===== src/rtl/core/bsc_pkg.sv =====
// Shared types and constants for the barometric compensation pipeline.
package bsc_pkg;

  localparam int unsigned T_OFFSET  = 128000;
  localparam int unsigned P_BASE    = 1048576;
  localparam int unsigned P_SCALE   = 3125;
  localparam int unsigned T_ROUND   = 128;
  localparam int unsigned T_MUL_SH  = 2;   // x*5 = x + (x << 2)
  localparam int unsigned SH_P4     = 35;
  localparam int unsigned SH_ONE    = 47;
  localparam int unsigned SH_P1     = 33;
  localparam int unsigned SH_P      = 31;
  localparam int unsigned DIV_W     = 64;
  localparam int unsigned CFG_IDX_W = 8;
  localparam int unsigned CFG_DAT_W = 48;

  localparam logic [CFG_IDX_W-1:0] REG_TEMP_CAL = 8'd0;
  localparam logic [CFG_IDX_W-1:0] REG_PRESS_A  = 8'd1;
  localparam logic [CFG_IDX_W-1:0] REG_PRESS_B  = 8'd2;
  localparam logic [CFG_IDX_W-1:0] REG_PRESS_C  = 8'd3;

  typedef struct packed {
    logic [19:0] raw_temperature;
    logic [19:0] raw_pressure;
  } in_item_t;

  typedef struct packed {
    logic signed [23:0] temperature_centi;
    logic signed [31:0] fine_temperature;
    logic        [31:0] pressure_q24_8;
    logic               divide_by_zero;
  } out_item_t;

  // Unpacked calibration words
  typedef struct packed {
    logic        [15:0] t1;
    logic signed [15:0] t2;
    logic signed [15:0] t3;
    logic        [15:0] p1;
    logic signed [15:0] p2;
    logic signed [15:0] p3;
    logic signed [15:0] p4;
    logic signed [15:0] p5;
    logic signed [15:0] p6;
    logic signed [15:0] p7;
    logic signed [15:0] p8;
    logic signed [15:0] p9;
  } cal_t;

  // Temperature results riding along the pressure path
  typedef struct packed {
    logic signed [23:0] tc;
    logic signed [31:0] fine;
    logic               dz;
  } side_t;

endpackage


===== src/rtl/core/bsc_temp.sv =====
// Temperature path: fine temperature and centi-degree output, five stages.
module bsc_temp (
  input  logic               clk,
  input  logic               rst_n,
  input  logic               en,
  input  logic               in_valid,
  input  bsc_pkg::in_item_t  in_data,
  input  bsc_pkg::cal_t      cal,
  output logic               out_valid,
  output bsc_pkg::side_t     out_side,
  output logic [19:0]        out_raw_p
);

  logic [4:0]  vld_r;
  logic [19:0] rp_r [0:4];
  logic [31:0] x1_r, d_r, m1_r, dd_r, a_r, e_r, fine_r, fine4_r;
  logic [23:0] tc_r;
  logic [31:0] x1_nxt, d_nxt, m1_nxt, dd_nxt, a_nxt, e_nxt, fine_nxt, t5_nxt;

  always_comb begin
    x1_nxt   = 32'(in_data.raw_temperature >> 3) - (32'(cal.t1) << 1);
    d_nxt    = 32'(in_data.raw_temperature >> 4) - 32'(cal.t1);
    m1_nxt   = x1_r * 32'(cal.t2);
    dd_nxt   = d_r * d_r;
    a_nxt    = 32'($signed(m1_r) >>> 11);
    e_nxt    = 32'($signed(dd_r) >>> 12) * 32'(cal.t3);
    fine_nxt = a_r + 32'($signed(e_r) >>> 14);
    t5_nxt   = fine_r + (fine_r << bsc_pkg::T_MUL_SH) + 32'(bsc_pkg::T_ROUND);
  end

  always_ff @(posedge clk) begin
    if (!rst_n) begin
      vld_r <= '0;
    end else if (en) begin
      vld_r <= {vld_r[3:0], in_valid};
    end
  end

  always_ff @(posedge clk) begin
    if (en) begin
      x1_r    <= x1_nxt;
      d_r     <= d_nxt;
      m1_r    <= m1_nxt;
      dd_r    <= dd_nxt;
      a_r     <= a_nxt;
      e_r     <= e_nxt;
      fine_r  <= fine_nxt;
      fine4_r <= fine_r;
      tc_r    <= t5_nxt[31:8];
      rp_r[0] <= in_data.raw_pressure;
      for (int i = 1; i < 5; i++) begin
        rp_r[i] <= rp_r[i-1];
      end
    end
  end

  assign out_valid     = vld_r[4];
  assign out_side.tc   = tc_r;
  assign out_side.fine = fine4_r;
  assign out_side.dz   = 1'b0;
  assign out_raw_p     = rp_r[4];

endmodule


===== config.mk =====
export PLATFORM = sky130hd
export DESIGN_NAME = bsc_temp
export DESIGN_NICKNAME = d
export VERILOG_FILES = /design/src/rtl/core/bsc_pkg.sv /design/src/rtl/core/bsc_temp.sv
export SDC_FILE = /design/constraint.sdc
export NUM_CORES = 2
export LEC_CHECK = 0
export ABC_AREA = 1
export BUFFER_PORTS_ARGS = -buffer_cell sky130_fd_sc_hd__buf_2
export CAP_MARGIN = 20
export CELL_PAD_IN_SITES_DETAIL_PLACEMENT = 1
export CELL_PAD_IN_SITES_GLOBAL_PLACEMENT = 1
export CORE_UTILIZATION = 32
export CTS_CLUSTER_DIAMETER = 200
export DETAILED_ROUTE_END_ITERATION = 10
export PLACE_DENSITY = 0.59
export SLEW_MARGIN = 25
export SYNTH_ARGS = -nofsm -noshare
export SYNTH_HDL_FRONTEND = slang
export SYNTH_SLANG_ARGS = --single-unit

===== constraint.sdc =====
create_clock -name clk -period 9.6 [get_ports clk]
set_clock_uncertainty 0.05 [all_clocks]
set_input_delay 1.44 -clock clk [delete_from_list [all_inputs] [get_ports clk]]
set_output_delay 1.44 -clock clk [all_outputs]
set_load 0.03 [all_outputs]

==> results.md <==
* Fraction of layout cells with a size suffix above 1 at 0.0596
* Setup TNS at 0 ns
* Post-synthesis register bit count at 271
* Outcome: finished, final reports clean
* Routed length per placed instance at 16.7 um
* First-pass GRT wire length at 200 mm
* Initial drt markers at 1197
* DP Worst Slack at 1.82 ns
* Clk sinks at 271
* Post-CTS setup buffers at 0
* PnR worst setup slack at 1.86 ns
* Clock buffer depth at 3
* FP Rows at 138
* CTS tree: done
* Drt via density at 4.50
* Slew HR at 0.363
* Fillers at 16825
* Worst Setup SP: x1_r[30]
* Final min period at 7.74 ns
* Clk pin slew, worst setup/hold paths at 0.06 ns
* Slew at the pin with the worst max-slew slack at 0.945 ns
* Worst-skew pair later-pin latency at 0.55 ns
* Max Cap Viol at 0
* CP Max Fanout at 8
* Die H at 381 um
* GPL Wtd Cong at 0.848
* Post-synth top area cell: fa_1
* Worst EP required at 9.86 ns
* Crit start category: flip-flop
* Crit-path most repeated cell: fa_1
* Seq/Total Area, Yosys at 0.176
* Ports at 314
* Largest net degree at the start of global routing at 76
* Vias in the first global route at 36852
* Synthesized area per cell at 8.79 um2
* Hold-fix buffers, CTS at 0
* Gate Count Post-Synth at 5234
* Worst r2r src: x1_r[30]
* CTS root buf: clkbuf_16
* Final Instance Area at 49900 um2
* Top-area cell type share of the netlist area at 0.375
* Final Max Tran Viols at 0
* DRC viols at 0
* Syn_nets at 6709
* Met1 Use GR at 0.231
* GR met3 Demand/Resource at 0.0138
* Drt pass-1 iters at 5
* Endpoint class of the critical path: flip-flop
* Worst min-delay path class: reg2reg
* Worst EP arrival at 8.00 ns
* Grt ovf at 0
* Reg-to-Reg End: dd_r[30]
* Mapped cell area at 46000 um2
* GRT Max-Usage Layer: met2
* Final hold slack at 0.365 ns
* Net count, final at 6771
* Hold Vio Cnt, Final at 0
* Die area at 145000 um2
* Setup slack, reg-to-reg at 1.86 ns
* Cell variety after synth at 51
* Hpwl dp at 102 mm
* Setup crit end: dd_r[30]
* Unrepaired setup endpoints after global routing: false
* Most common cell after layout, fill and taps aside: inv_1
* Vias at 32453
* Total CTS buffers at 34
* Core area at 142000 um2
* CTS resizes at 0
* CTS H-tree depth at 2
* Area growth, synth to finish at 8.38%
* R2R depth at 24
* CP cell instances: nand2_1 -> fa_1 -> inv_1 -> ha_1 -> inv_1 -> xor2_1 -> inv_1 -> fa_1 -> inv_1 -> fa_1 -> fa_1 -> inv_1 -> fa_1 -> fa_1 -> fa_1 -> inv_1 -> ha_1 -> nand2_1 -> nor3_1 -> nand2_1 -> nor3_1 -> nand2_1 -> nand3_1 -> nand2_1
* Worst path max stage delay at 0.84 ns
* Antenna violations before repair at 1
* Routed wire length at 121 mm
* FMAX at 129 MHz
* PortBufs at 165
* Crit path kind: reg2reg
* Cell Area, Placed at 48700 um2
* Period utilization at 0.806
* GR Util All Layers at 0.172
* Slowest cell on the critical path: fa_1
* Setup violations, final at 0
* Die W at 381 um
* Commonest non-fill, non-tap cells in the layout: 1488 x inv_1, 1157 x nand2_1, 863 x fa_1
* Met2 Use GR at 0.307
* Initial Utilization at 0.324
* Detail Route Antenna Nets at 0
* Largest cells by area after synthesis: fa_1 38%, edfxtp_1 17%, inv_1 12%
* Warnings, synthesis at 0
## cells in the mapped netlist, drive strengths merged
cell,n
a211oi,2
a21boi,3
a21o,17
a21oi,167
a221oi,1
a31o,1
a31oi,8
and2,1
and3,1
buf,59
clkbuf,117
conb,1
dfxtp,5
edfxtp,266
fa,863
ha,376
inv,1496
nand2,1170
nand3,107
nand3b,5
nand4,18
nor2,190
nor3,30
nor4,9
o211a,2
o211ai,12
o21a,6
o21ai,96
o21ba,1
o21bai,24
o221ai,1
o311ai,1
o31a,1
o31ai,3
or2,24
xnor2,42
xor2,108
## routing by layer
layer  wire [um]  part of all wire  vias up
li1            -                 -    15461
met1       56300              0.47    16558
met2       60100              0.50      333
met3        2640             0.022      101
met4        1650             0.014        0
met5           0                 0        -
## critical path, delay by kind of cell, from the launching register on
| kind | cells | cell delay (ns) |
|---|---|---|
| and+or+nand+nor | 8 | 1.28 |
| xor gates and xnor gates | 1 | 0.23 |
| adders and majority gates | 9 | 4.71 |
| DFF | 1 | 0.52 |
| buffers and inverters | 6 | 0.70 |
## final cells by class
type | instances | area, um2 | share of cell area
antenna | 3 | 7.51 | 0.000150
clock buffer | 38 | 887 | 0.0178
clock inverter | 24 | 289 | 0.00579
inverter | 1496 | 5620 | 0.113
multi-input combinational | 3291 | 31500 | 0.632
sequential | 271 | 8090 | 0.162
tap | 1890 | 2360 | 0.0474
timing repair buffer | 202 | 1110 | 0.0223
## sequential cells by signal (all words and copies together), names as in the netlist
| register | cells |
|---|---|
| vld_r | 5 |
| dd_r | 20 |
| m1_r | 21 |
| tc_r | 24 |
| a_r | 21 |
| e_r | 18 |
| fine4_r | 22 |
| x1_r | 18 |
| rp_r | 100 |
| fine_r | 22 |
## worst min-delay path by stage
stage | cells past startpoint | end | slack [ns] | start
2_1_floorplan | 0 | a_r[0] | 0.35 | m1_r[11]
3_3_place_gp | 0 | rp_r[0][21] | 0.35 | rp_r[0][1]
3_5_place_dp | 0 | rp_r[0][62] | 0.36 | rp_r[0][42]
4_1_cts | 0 | rp_r[0][67] | 0.36 | rp_r[0][47]
5_1_grt | 0 | rp_r[0][20] | 0.37 | rp_r[0][0]
6_report | 0 | rp_r[0][84] | 0.36 | rp_r[0][64]
## logic make-up (layout without fill, tap and decap cells)
logic type | after synthesis | in the layout | synth area share
other cells | 1 | 4 | 0.0000815
flops | 271 | 271 | 0.176
compound gates | 346 | 346 | 0.0428
simple gates | 1555 | 1555 | 0.136
xor+xnor | 150 | 150 | 0.0285
buf+inv | 1672 | 1760 | 0.139
fa+ha+maj | 1239 | 1239 | 0.478
## through the flow
step	cells	util
floorplan	5234	-
global placement	7150	0.343
detailed placement	7150	0.343
CTS	7212	0.351
global route	7212	0.351
finish	7215	0.351
Power is left out: the tool's default activity adds up to more than one toggle a clock period on the data nets, which glitch-free logic cannot reach.
